[src/hw/rtl/csc_pkg.sv]
// shared types and constants for the clock skew compensator
package csc_pkg;

  localparam int CAPTURE_BITS = 16;

  localparam int TIMER_W = 63;
  localparam int CNT_W   = 21;
  localparam int CAP_W   = 16;
  localparam int RTC_W   = 37;
  localparam int HF_W    = 27;
  localparam int CW_W    = 21;
  localparam int AVG_W   = 29;
  localparam int RATE_W  = 32;
  localparam int DIFF_W  = 32;
  localparam int MUL_W   = 32;

  localparam int IN_DATA_W  = 144;
  localparam int OUT_DATA_W = 32;
  localparam int CFG_ADDR_W = 3;
  localparam int CFG_DATA_W = 32;

  // low bits of the timer that come from the capture unit
  localparam logic [TIMER_W-1:0] CAP_MASK = (TIMER_W'(1) << CAPTURE_BITS) - TIMER_W'(1);

  localparam logic [HF_W-1:0]   HF_RESET   = HF_W'(48000000);
  localparam logic [CW_W-1:0]   CW_RESET   = CW_W'(700);
  localparam logic [RATE_W-1:0] RATE_ONE   = 32'h4000_0000;
  localparam logic [RATE_W-1:0] RATE_SAT   = 32'hFFFF_FFFF;
  localparam logic [MUL_W-1:0]  DIV5_RECIP = 32'hCCCC_CCCD;
  localparam logic [42:0]       IDEAL_RND  = 43'd16384;
  localparam logic [61:0]       P_RND      = 62'h2000_0000;

  localparam int DIV_STEPS = 38;
  localparam int DIV_CNT_W = 6;

  localparam logic REG_HF_FREQ_HZ = 1'b0;
  localparam logic REG_CAL_WINDOW = 1'b1;

  typedef enum logic [1:0] {
    CMD_CAL     = 2'd0,
    CMD_SYNC    = 2'd1,
    CMD_MEASURE = 2'd2,
    CMD_NONE    = 2'd3
  } cmd_t;

  typedef enum logic [2:0] {
    MUL_AVG = 3'd0,
    MUL_NOM = 3'd1,
    MUL_CH  = 3'd2,
    MUL_CL  = 3'd3,
    MUL_DLO = 3'd4,
    MUL_DHI = 3'd5
  } mul_sel_t;

  typedef struct packed {
    logic     cap;
    logic     mul_en;
    mul_sel_t mul_sel;
    logic     avg_upd;
    logic     rate_sat;
    logic     div_init;
    logic     div_step;
    logic     ideal_lo;
    logic     ideal_add;
    logic     sync_upd;
    logic     base_calc;
    logic     sum_lo;
    logic     fin_p;
    logic     load_out;
  } ctrl_cmd_t;

  typedef struct packed {
    logic avg_zero;
    logic sat;
    logic div_last;
    logic is_sync;
    logic out_free;
  } ctrl_sts_t;

endpackage

[src/hw/rtl/csc_regs.sv]
// configuration registers behind the apb-style port
module csc_regs (
  input  logic                           clk,
  input  logic                           rst_n,
  input  logic                           cfg_psel,
  input  logic                           cfg_penable,
  input  logic                           cfg_pwrite,
  input  logic [csc_pkg::CFG_ADDR_W-1:0] cfg_paddr,
  input  logic [csc_pkg::CFG_DATA_W-1:0] cfg_pwdata,
  output logic [csc_pkg::CFG_DATA_W-1:0] cfg_prdata,
  output logic                           cfg_pready,
  output logic [csc_pkg::HF_W-1:0]       hf_freq_hz,
  output logic [csc_pkg::CW_W-1:0]       cal_window
);

  logic [csc_pkg::HF_W-1:0] hf_r, hf_nxt;
  logic [csc_pkg::CW_W-1:0] cw_r, cw_nxt;
  logic                     wr;
  logic                     idx;

  assign cfg_pready = 1'b1;
  assign wr         = cfg_psel & cfg_penable & cfg_pwrite & cfg_pready;
  assign idx        = cfg_paddr[2];

  always_comb begin
    hf_nxt = hf_r;
    cw_nxt = cw_r;
    if (wr) begin
      unique case (idx)
        csc_pkg::REG_HF_FREQ_HZ: hf_nxt = cfg_pwdata[csc_pkg::HF_W-1:0];
        csc_pkg::REG_CAL_WINDOW: cw_nxt = cfg_pwdata[csc_pkg::CW_W-1:0];
        default: ;
      endcase
    end
  end

  always_comb begin
    unique case (idx)
      csc_pkg::REG_HF_FREQ_HZ: cfg_prdata = csc_pkg::CFG_DATA_W'(hf_r);
      csc_pkg::REG_CAL_WINDOW: cfg_prdata = csc_pkg::CFG_DATA_W'(cw_r);
      default:                 cfg_prdata = '0;
    endcase
  end

  always_ff @(posedge clk) begin
    if (!rst_n) begin
      hf_r <= csc_pkg::HF_RESET;
      cw_r <= csc_pkg::CW_RESET;
    end else begin
      hf_r <= hf_nxt;
      cw_r <= cw_nxt;
    end
  end

  assign hf_freq_hz = hf_r;
  assign cal_window = cw_r;

endmodule

[src/hw/rtl/csc_ctrl.sv]
// sequencing state machine for the compensator
module csc_ctrl (
  input  logic               clk,
  input  logic               rst_n,
  input  logic               in_tvalid,
  output logic               in_tready,
  input  logic [1:0]         in_tuser,
  input  csc_pkg::ctrl_sts_t sts,
  output csc_pkg::ctrl_cmd_t cmd
);

  typedef enum logic [13:0] {
    ST_IDLE     = 14'b00000000000001,
    ST_CAL_MUL  = 14'b00000000000010,
    ST_CAL_UPD  = 14'b00000000000100,
    ST_NOM_MUL  = 14'b00000000001000,
    ST_NOM_CHK  = 14'b00000000010000,
    ST_DIV      = 14'b00000000100000,
    ST_IDL_CH   = 14'b00000001000000,
    ST_IDL_CL   = 14'b00000010000000,
    ST_IDL_ADD  = 14'b00000100000000,
    ST_SYNC_UPD = 14'b00001000000000,
    ST_MEA_DLO  = 14'b00010000000000,
    ST_MEA_DHI  = 14'b00100000000000,
    ST_MEA_P    = 14'b01000000000000,
    ST_MEA_OUT  = 14'b10000000000000
  } state_t;

  state_t state_r, state_nxt;

  assign in_tready = (state_r == ST_IDLE);

  always_comb begin
    state_nxt = state_r;
    cmd       = '0;
    cmd.mul_sel = csc_pkg::MUL_AVG;
    unique case (state_r)
      ST_IDLE: begin
        if (in_tvalid) begin
          cmd.cap = 1'b1;
          unique case (csc_pkg::cmd_t'(in_tuser))
            csc_pkg::CMD_CAL:     state_nxt = ST_CAL_MUL;
            csc_pkg::CMD_SYNC:    state_nxt = ST_IDL_CH;
            csc_pkg::CMD_MEASURE: state_nxt = ST_IDL_CH;
            csc_pkg::CMD_NONE:    state_nxt = ST_IDLE;
            default:              state_nxt = ST_IDLE;
          endcase
        end
      end
      ST_CAL_MUL: begin
        cmd.mul_en  = 1'b1;
        cmd.mul_sel = csc_pkg::MUL_AVG;
        state_nxt   = ST_CAL_UPD;
      end
      ST_CAL_UPD: begin
        cmd.avg_upd = 1'b1;
        state_nxt   = ST_NOM_MUL;
      end
      ST_NOM_MUL: begin
        cmd.mul_en  = 1'b1;
        cmd.mul_sel = csc_pkg::MUL_NOM;
        state_nxt   = ST_NOM_CHK;
      end
      ST_NOM_CHK: begin
        priority if (sts.avg_zero) begin
          state_nxt = ST_IDLE;
        end else if (sts.sat) begin
          cmd.rate_sat = 1'b1;
          state_nxt    = ST_IDLE;
        end else begin
          cmd.div_init = 1'b1;
          state_nxt    = ST_DIV;
        end
      end
      ST_DIV: begin
        cmd.div_step = 1'b1;
        if (sts.div_last) begin
          state_nxt = ST_IDLE;
        end
      end
      ST_IDL_CH: begin
        cmd.mul_en  = 1'b1;
        cmd.mul_sel = csc_pkg::MUL_CH;
        state_nxt   = ST_IDL_CL;
      end
      ST_IDL_CL: begin
        cmd.ideal_lo = 1'b1;
        cmd.mul_en   = 1'b1;
        cmd.mul_sel  = csc_pkg::MUL_CL;
        state_nxt    = ST_IDL_ADD;
      end
      ST_IDL_ADD: begin
        cmd.ideal_add = 1'b1;
        state_nxt     = sts.is_sync ? ST_SYNC_UPD : ST_MEA_DLO;
      end
      ST_SYNC_UPD: begin
        cmd.sync_upd = 1'b1;
        state_nxt    = ST_IDLE;
      end
      ST_MEA_DLO: begin
        cmd.base_calc = 1'b1;
        cmd.mul_en    = 1'b1;
        cmd.mul_sel   = csc_pkg::MUL_DLO;
        state_nxt     = ST_MEA_DHI;
      end
      ST_MEA_DHI: begin
        cmd.sum_lo  = 1'b1;
        cmd.mul_en  = 1'b1;
        cmd.mul_sel = csc_pkg::MUL_DHI;
        state_nxt   = ST_MEA_P;
      end
      ST_MEA_P: begin
        cmd.fin_p = 1'b1;
        state_nxt = ST_MEA_OUT;
      end
      ST_MEA_OUT: begin
        if (sts.out_free) begin
          cmd.load_out = 1'b1;
          state_nxt    = ST_IDLE;
        end
      end
      default: state_nxt = ST_IDLE;
    endcase
  end

  always_ff @(posedge clk) begin
    if (!rst_n) begin
      state_r <= ST_IDLE;
    end else begin
      state_r <= state_nxt;
    end
  end

endmodule

[src/hw/rtl/csc_dp.sv]
// datapath: item latch, shared multiplier, serial divider, timing state, output register
module csc_dp (
  input  logic                           clk,
  input  logic                           rst_n,
  input  logic [csc_pkg::IN_DATA_W-1:0]  in_tdata,
  input  logic [1:0]                     in_tuser,
  output logic                           out_tvalid,
  input  logic                           out_tready,
  output logic [csc_pkg::OUT_DATA_W-1:0] out_tdata,
  input  logic [csc_pkg::HF_W-1:0]       hf_freq_hz,
  input  logic [csc_pkg::CW_W-1:0]       cal_window,
  input  csc_pkg::ctrl_cmd_t             cmd,
  output csc_pkg::ctrl_sts_t             sts
);

  // unpacked input fields
  logic [csc_pkg::CNT_W-1:0]   f_cnt;
  logic [csc_pkg::TIMER_W-1:0] f_timer;
  logic [csc_pkg::CAP_W-1:0]   f_cap;
  logic [csc_pkg::RTC_W-1:0]   f_rtc;
  logic [csc_pkg::TIMER_W-1:0] merged;

  assign f_cnt   = in_tdata[20:0];
  assign f_timer = in_tdata[83:21];
  assign f_cap   = in_tdata[99:84];
  assign f_rtc   = in_tdata[136:100];
  assign merged  = (f_timer & ~csc_pkg::CAP_MASK)
                 | (csc_pkg::TIMER_W'(f_cap) & csc_pkg::CAP_MASK);

  // latched item
  logic [csc_pkg::CNT_W-1:0]   cnt_r;
  logic [csc_pkg::TIMER_W-1:0] merged_r;
  logic [csc_pkg::RTC_W-1:0]   rtc_r;
  logic                        is_sync_r;

  // architectural state
  logic [csc_pkg::AVG_W-1:0]   avg_r, avg_nxt;
  logic                        have_r, have_nxt;
  logic [csc_pkg::RATE_W-1:0]  rate_r, rate_nxt;
  logic [csc_pkg::TIMER_W-1:0] sync_r, sync_nxt;
  logic [31:0]                 offset_r, offset_nxt;

  // working registers
  logic [2*csc_pkg::MUL_W-1:0] prod_r;
  logic [csc_pkg::AVG_W-1:0]   rem_r;
  logic [csc_pkg::RATE_W-1:0]  quo_r;
  logic [csc_pkg::DIV_CNT_W-1:0] dcnt_r;
  logic [31:0]                 acc_r;
  logic [61:0]                 d_r;
  logic [31:0]                 base_r;
  logic [61:0]                 lo_r;
  logic [31:0]                 p_r;
  logic                        out_valid_r, out_valid_nxt;
  logic [csc_pkg::DIFF_W-1:0]  out_data_r;

  // multiplier operand select
  logic [csc_pkg::MUL_W-1:0] mul_a, mul_b;
  logic [csc_pkg::MUL_W-1:0] avg_sum;

  assign avg_sum = {avg_r, 2'b00} + {3'b000, cnt_r, 8'h00} + 32'd2;

  always_comb begin
    unique case (cmd.mul_sel)
      csc_pkg::MUL_AVG: begin
        mul_a = avg_sum;
        mul_b = csc_pkg::DIV5_RECIP;
      end
      csc_pkg::MUL_NOM: begin
        mul_a = csc_pkg::MUL_W'(cal_window);
        mul_b = csc_pkg::MUL_W'(hf_freq_hz);
      end
      csc_pkg::MUL_CH: begin
        mul_a = csc_pkg::MUL_W'(rtc_r[36:15]);
        mul_b = csc_pkg::MUL_W'(hf_freq_hz);
      end
      csc_pkg::MUL_CL: begin
        mul_a = csc_pkg::MUL_W'(rtc_r[14:0]);
        mul_b = csc_pkg::MUL_W'(hf_freq_hz);
      end
      csc_pkg::MUL_DLO: begin
        mul_a = d_r[31:0];
        mul_b = rate_r;
      end
      csc_pkg::MUL_DHI: begin
        mul_a = csc_pkg::MUL_W'(d_r[61:32]);
        mul_b = rate_r;
      end
      default: begin
        mul_a = '0;
        mul_b = '0;
      end
    endcase
  end

  // calibration arithmetic
  logic [32:0] nominal;
  logic [29:0] rem_sh;
  logic        rem_ge;
  logic [29:0] rem_sub;
  logic [42:0] frac_sum;
  logic [61:0] p_sum;

  assign nominal  = prod_r[47:15];
  assign rem_sh   = {rem_r, 1'b0};
  assign rem_ge   = rem_sh >= {1'b0, avg_r};
  assign rem_sub  = rem_sh - {1'b0, avg_r};
  assign frac_sum = {1'b0, prod_r[41:0]} + (is_sync_r ? csc_pkg::IDEAL_RND : 43'd0);
  assign p_sum    = lo_r + {prod_r[29:0], 32'd0} + csc_pkg::P_RND;

  assign sts.avg_zero = (avg_r == '0);
  assign sts.sat      = {nominal, 6'd0} >= {10'd0, avg_r};
  assign sts.div_last = (dcnt_r == csc_pkg::DIV_CNT_W'(csc_pkg::DIV_STEPS - 1));
  assign sts.is_sync  = is_sync_r;
  assign sts.out_free = !out_valid_r || out_tready;

  always_comb begin
    avg_nxt    = avg_r;
    have_nxt   = have_r;
    rate_nxt   = rate_r;
    sync_nxt   = sync_r;
    offset_nxt = offset_r;
    if (cmd.avg_upd) begin
      avg_nxt  = have_r ? prod_r[62:34] : {cnt_r, 8'h00};
      have_nxt = 1'b1;
    end
    if (cmd.rate_sat) begin
      rate_nxt = csc_pkg::RATE_SAT;
    end
    if (cmd.div_step && sts.div_last) begin
      rate_nxt = {quo_r[30:0], rem_ge};
    end
    if (cmd.sync_upd) begin
      sync_nxt   = merged_r;
      offset_nxt = merged_r[31:0] - acc_r;
    end
  end

  always_comb begin
    out_valid_nxt = out_valid_r;
    if (out_tready) begin
      out_valid_nxt = 1'b0;
    end
    if (cmd.load_out) begin
      out_valid_nxt = 1'b1;
    end
  end

  always_ff @(posedge clk) begin
    if (!rst_n) begin
      avg_r       <= '0;
      have_r      <= 1'b0;
      rate_r      <= csc_pkg::RATE_ONE;
      sync_r      <= '0;
      offset_r    <= '0;
      out_valid_r <= 1'b0;
    end else begin
      avg_r       <= avg_nxt;
      have_r      <= have_nxt;
      rate_r      <= rate_nxt;
      sync_r      <= sync_nxt;
      offset_r    <= offset_nxt;
      out_valid_r <= out_valid_nxt;
    end
  end

  always_ff @(posedge clk) begin
    if (cmd.cap) begin
      cnt_r     <= f_cnt;
      merged_r  <= merged;
      rtc_r     <= f_rtc;
      is_sync_r <= (csc_pkg::cmd_t'(in_tuser) == csc_pkg::CMD_SYNC);
    end
    if (cmd.mul_en) begin
      prod_r <= mul_a * mul_b;
    end
    if (cmd.div_init) begin
      rem_r  <= nominal[csc_pkg::AVG_W-1:0];
      quo_r  <= '0;
      dcnt_r <= '0;
    end else if (cmd.div_step) begin
      rem_r  <= rem_ge ? rem_sub[csc_pkg::AVG_W-1:0] : rem_sh[csc_pkg::AVG_W-1:0];
      quo_r  <= {quo_r[30:0], rem_ge};
      dcnt_r <= dcnt_r + 1'b1;
    end
    if (cmd.ideal_lo) begin
      acc_r <= prod_r[31:0];
      d_r   <= 62'(merged_r - sync_r);
    end else if (cmd.ideal_add) begin
      acc_r <= acc_r + {4'h0, frac_sum[42:15]};
    end
    if (cmd.base_calc) begin
      base_r <= sync_r[31:0] - offset_r - acc_r;
    end
    if (cmd.sum_lo) begin
      lo_r <= prod_r[61:0];
    end
    if (cmd.fin_p) begin
      p_r <= p_sum[61:30];
    end
    if (cmd.load_out) begin
      out_data_r <= base_r + p_r;
    end
  end

  assign out_tvalid = out_valid_r;
  assign out_tdata  = out_data_r;

endmodule

[src/hw/rtl/clock_skew_compensator_core.sv]
// top level of the clock skew compensator
// A transfer is accepted only in the idle state. A calibration transfer runs smoothing and
// the nominal-count product on one shared 32x32 multiplier, then a restoring divider
// produces the rate one quotient bit per cycle; when the average is zero or the rate
// saturates the divider is skipped. A sync transfer and a measure transfer step through the
// same shared multiplier, and a measure can also wait for the output register to free up; an
// unused command code is accepted and dropped. The result of a measure waits in an output
// register, so the next transfer is accepted while it is held.
module clock_skew_compensator_core (
  input  logic                           clk,
  input  logic                           rst_n,
  input  logic                           in_tvalid,
  output logic                           in_tready,
  // cal_count[20:0], timer_value[83:21], capture[99:84], rtc_value[136:100], zero fill
  input  logic [csc_pkg::IN_DATA_W-1:0]  in_tdata,
  // command[1:0]
  input  logic [1:0]                     in_tuser,
  output logic                           out_tvalid,
  input  logic                           out_tready,
  // difference[31:0]
  output logic [csc_pkg::OUT_DATA_W-1:0] out_tdata,
  input  logic                           cfg_psel,
  input  logic                           cfg_penable,
  input  logic                           cfg_pwrite,
  input  logic [csc_pkg::CFG_ADDR_W-1:0] cfg_paddr,
  input  logic [csc_pkg::CFG_DATA_W-1:0] cfg_pwdata,
  output logic [csc_pkg::CFG_DATA_W-1:0] cfg_prdata,
  output logic                           cfg_pready
);

  logic [csc_pkg::HF_W-1:0] hf_freq_hz;
  logic [csc_pkg::CW_W-1:0] cal_window;
  csc_pkg::ctrl_cmd_t       cmd;
  csc_pkg::ctrl_sts_t       sts;

  csc_regs u_regs (
    .clk         (clk),
    .rst_n       (rst_n),
    .cfg_psel    (cfg_psel),
    .cfg_penable (cfg_penable),
    .cfg_pwrite  (cfg_pwrite),
    .cfg_paddr   (cfg_paddr),
    .cfg_pwdata  (cfg_pwdata),
    .cfg_prdata  (cfg_prdata),
    .cfg_pready  (cfg_pready),
    .hf_freq_hz  (hf_freq_hz),
    .cal_window  (cal_window)
  );

  csc_ctrl u_ctrl (
    .clk       (clk),
    .rst_n     (rst_n),
    .in_tvalid (in_tvalid),
    .in_tready (in_tready),
    .in_tuser  (in_tuser),
    .sts       (sts),
    .cmd       (cmd)
  );

  csc_dp u_dp (
    .clk        (clk),
    .rst_n      (rst_n),
    .in_tdata   (in_tdata),
    .in_tuser   (in_tuser),
    .out_tvalid (out_tvalid),
    .out_tready (out_tready),
    .out_tdata  (out_tdata),
    .hf_freq_hz (hf_freq_hz),
    .cal_window (cal_window),
    .cmd        (cmd),
    .sts        (sts)
  );

endmodule

[config.mk]
export PLATFORM = sky130hd
export DESIGN_NAME = clock_skew_compensator_core
export DESIGN_NICKNAME = d
export VERILOG_FILES = /design/src/hw/rtl/csc_pkg.sv /design/src/hw/rtl/csc_regs.sv /design/src/hw/rtl/csc_ctrl.sv /design/src/hw/rtl/csc_dp.sv /design/src/hw/rtl/clock_skew_compensator_core.sv
export SDC_FILE = /design/constraint.sdc
export NUM_CORES = 2
export LEC_CHECK = 0
export BUFFER_PORTS_ARGS = -buffer_cell sky130_fd_sc_hd__buf_4
export CORE_ASPECT_RATIO = 0.5
export CORE_MARGIN = 5
export CORE_UTILIZATION = 25
export CTS_CLUSTER_SIZE = 10
export DETAILED_ROUTE_END_ITERATION = 7
export PLACE_DENSITY = 0.47
export SLEW_MARGIN = 30
export SYNTH_ARGS = -nofsm -noshare
export SYNTH_HDL_FRONTEND = slang
export SYNTH_HIERARCHICAL = 1
export SYNTH_SLANG_ARGS = --single-unit
[constraint.sdc]
create_clock -name clk -period 16 [get_ports clk]
set_clock_uncertainty 0.15 [all_clocks]
set_input_delay 0.8 -clock clk [delete_from_list [all_inputs] [get_ports clk]]
set_output_delay 0.8 -clock clk [all_outputs]
set_load 0.05 [all_outputs]
---- Word-level counts from Yosys, hierarchy flattened ----
Index checks and enable logic that the tools add are counted.
Widths: inputs -> output; s select.
word-level totals
  bits in registers ....................... 721
  bits of input ports ..................... 188
  output and inout bits ................... 67
  logic and storage cells ................. 124
cells by class
  add/sub/neg operators ................... 13
  multipliers ............................. 1
  magnitude comparators ................... 2
  equality and inequality tests ........... 26
  muxes and demuxes ....................... 39
  bitwise logic cells ..................... 4
  reduce and logical (&&, ||, !) cells .... 16
operators with widths
  kind                    count
  $pmux 32 s6             1
  $pmux 14 s13            1
  $mux 32                 4
  $mux 29                 4
  $pmux 32 s3             1
  $sub 32x32->32          3
  $pmux 32 s2             1
  $mul 32x32->63          1
  $add 62x30->62 const B  1
  $add 62x62->62          1
  $or 62x16->62           1
  $sub 62x62->62          1
  $add 42x15->43          1
  $mux 14                 3
  $pmux 14 s3             1
  $ge 39x29->1            1
  $add 31x29->32          1
  $add 32x2->32 const B   1
  $add 32x28->32          1
  $add 32x32->32          1
  $ge 30x29->1            1
  $logic_not 29->1        1
  $sub 29x29->29          1
  $pmux 4 s6              1
  other kinds (40)        67

---- Logic depth before layout (Yosys ltp) ----
  depth in word-level cells ............... 6
  depth in mapped cells ................... 43
  gate-level depth less buffers ........... 40

---- By module ----
Netlist, hierarchy kept.
by module, submodules not included
  module    times used  cells an instance  area each (µm²)  sequential area each (µm²)
  csc_dp    1           7508               70112.2          16976.3
  csc_regs  1           240                2329.7           960.9
  csc_ctrl  1           103                877.1            280.3

---- Worst setup path before layout ----
Ideal clock, no wire load.
  path kind ............................... register to register
  from .................................... register u_ctrl.state_r[9]
  to ...................................... register u_dp/prod_r[55] (netlist name) (data pin)
  setup time .............................. 260 ps
  data arrival time ....................... 9790 ps
  data required time ...................... 15590 ps
  slack ................................... 5800 ps
  stages on the path, launching flop included .. 35
  buffers on the path ..................... 3
  period minus slack after synthesis ...... 10200 ps
  cell sequence ........................... dfxtp_1 nor4_4 nand3_1 nor4_1 clkinv_1 nand2_1 clkbuf_1 nor2_1 a221oi_1 clkbuf_1 nor2_1 fa_1 inv_1 fa_1 fa_1 fa_1 fa_1 inv_1 fa_1 fa_1 inv_1 fa_1 inv_1 ha_1 clkbuf_1 a211oi_1 o21ai_1 a221o_1 a21oi_1 o221ai_1 a32o_1 a21o_1 a221o_1 a21oi_1 xnor2_1
RTL lines
  item                    RTL line         RTL
  start, declared         csc_ctrl.sv:29   state_t state_r, state_nxt;
  start signal, assigned  csc_ctrl.sv:130  state_r <= state_nxt;
  end signal, assigned    csc_dp.sv:174    prod_r <= mul_a * mul_b;
  end, declared           csc_dp.sv:44     logic [2*csc_pkg::MUL_W-1:0] prod_r;

==> out/qor.csv <==
metric,value,unit
run_status,"finished, final reports clean",
crit_fanout,40,
dieArea,305000,sq um
io_buffers,217,
clockBufferDepth,3,
hold_depth,1,
cts_tree,done,
first_pass_iters,6,
final_layout_size_suffix_gt1_frac,0.0797,
rows,140,
yosysUniqueCellTypes,98,
muxShareOfSynthArea,0.0373,
arrival,12670,ps
routed_via_density,4.77,
grt_max_degree,90,
hold_class,input port to register,
synth.area.top_cells,"fa_1 (25%), edfxtp_1 (18%), ha_1 (9.4%), dfxtp_1 (7.0%), inv_1 (6.3%)",
wl,272000,um
ys.flop_type,edfxtp_1,
rsz0062_at_grt,false,
synth_top_cell_area_share,0.254,
startpoint_type,register,
yosys_warnings,6,
post_cts_buffers,0,
end_kind,register,
synth_xor_area_frac,0.0372,
grt_pass1_vias,57563,
synthArstFlopShare,0,
synthesis.area,73300,sq um
drcViolationCount,0,
avgSynthCellArea,9.34,sq um
synth_simple_gate_area_frac,0.136,
synth-edff-count,436,
path_clk_slew,80,ps
grt_overflow_total,0,
critPathTopFamily,adder cells,
antenna_found_initial,16,
die_x,776,um
relSlewSlack,0.284,
critPathRequiredTime,16280,ps
synth_top_cell_by_area,fa_1,
final_cell_mix,"inv_1 (1231), fa_1 (932), nor2_1 (886), nand2_1 (883), ha_1 (549)",
ant_nets,0,
fin_crit,12390,ps
setup_violations,0,
cp_slowest_cell,and2_1,
hold_viol_final,0,
routedWlPerCell,22.7,um
synth_top_family_by_area,adder cells,
ys_seq_area_frac,0.248,
cts_sinks,692,
synth_compound_area_frac,0.112,
start_util,0.252,
max_freq,0.0807,GHz
finalCritPeriodShare,0.774,
cts_buffers,87,
hold_buffers,0,
grt_pass1_wl,398000,um
die_h,393,um
fin_tns_setup,0,ps
coreArea,291000,sq um
final_common_cell,inv_1,
path_depth,33,
area_growth,12.9,%
synthAdderAreaFrac,0.348,
finalMaxSlewViolations,0,
worstRegToRegCells,33,
vias,57148,
root_buffer,clkbuf_16,
clkLatencyLatePin,730,ps
pin_count,255,
worst_path_most_repeated_cell,fa_1,
ctsResizeCount,0,
cap_viol_max_count,0,
cpPeakStageDelay,660,ps
cts_max_level,3,
drtIter0Drc,4621,
worst_slew_pin_slew,1070,ps
gp_congestion,0.925,
synth-seq-cells,692,
path_buf_inv,6,
dpl.hpwl,216000,um
track_usage,0.177,
postSynthCellCount,7851,
crit_type,register to register,
final_nets,9659,
flip-flops by register name (all words and copies together), names as in the netlist, 21 cells and up:
| signal | flops |
|---|---|
| u_dp/acc_r | 32 |
| u_dp/p_r | 32 |
| u_dp/avg_r | 29 |
| u_dp/rtc_r | 37 |
| u_regs/hf_freq_hz | 27 |
| u_dp/d_r | 62 |
| u_dp/lo_r | 33 |
| u_regs/cal_window | 21 |
| u_dp/out_tdata | 32 |
| u_dp/merged_r | 62 |
| u_dp/rate_r | 32 |
| u_dp/cnt_r | 21 |
| u_dp/quo_r | 31 |
| u_dp/base_r | 32 |
| u_dp/offset_r | 32 |
| u_dp/sync_r | 62 |
| u_dp/prod_r | 63 |
| u_dp/rem_r | 29 |
cells in the mapped netlist (41+ instances only):
master    instances
a211oi_1         89
a21o_1          172
a21oi_1         319
and3_1           41
clkbuf_1        271
dfxtp_1         256
edfxtp_1        436
fa_1            932
ha_1            549
inv_1          1232
mux2_2           63
mux2i_1         202
nand2_1         885
nand2b_1         43
nand3_1          86
nand4_1          48
nor2_1          891
nor2b_1          83
nor3_1           72
o21a_1           94
o21ai_0         189
xnor2_1         207
xor2_1          104
final timing paths:
kind	start	end	slack, ps
worst min-delay path	in_tdata[121]	u_dp/rtc_r[21]	100
worst max register to register	u_ctrl/state_r[9]	u_dp/prod_r[61]	3610
worst max-delay path	u_ctrl/state_r[9]	u_dp/prod_r[61]	3610
worst min register to register	u_dp/offset_r[24]	u_dp/offset_r[24]	310
per-layer routing:
metal  vias up  share of wire  track usage  wire, um
met5         -       0.000048            0        13
met4         2          0.040       0.0658     10800
met3       374          0.057       0.0249     15500
met2      1724           0.46        0.288    124000
met1     29072           0.45        0.239    121000
li1      25976              -            -         -
stage by stage:
stage	setup WS [ps]	hold WS [ps]	cell area [sq um]	std cells	util
after floorplan	5800	276	73300	7855	-
after global placement	3840	300	79900	11804	0.274
after detailed placement	3770	303	79900	11806	0.274
after CTS	3780	30.0	82800	11964	0.284
after global routing	3090	68.3	82800	11964	0.284
final	3610	95.3	82800	11971	0.284
worst reg2reg max path: cells and delay by family, from the launching register on:
kind / cells / cell delay, ps
buffers and inverters: 6 / 1120
AND/OR/NAND/NOR: 8 / 3040
adder cells (fa/ha/maj): 9 / 4540
AO/OA/AOI/OAI: 9 / 2370
multiplexers: 1 / 540
flip-flops: 1 / 360
layout make-up:
class | count | area (sq um)
Fill cell | 31131 | 209000
Antenna cell | 7 | 17.5
Clock buffer | 137 | 2510
Tap cell | 3905 | 4890
Sequential cell | 692 | 18200
Inverter | 1234 | 4640
Timing Repair Buffer | 369 | 2770
Multi-Input combinational cell | 5606 | 49400
Clock inverter | 21 | 323
logic make-up after synthesis:
kind of cell    after synthesis
buf+inv                    1557
simple gates               2310
mux                         265
other cells                   2
flops                       692
compound gates             1233
xor+xnor                    311
fa+ha+maj                  1481
Power is left out: the tool's default activity adds up to more than one toggle a clock period on the data nets, which glitch-free logic cannot reach.
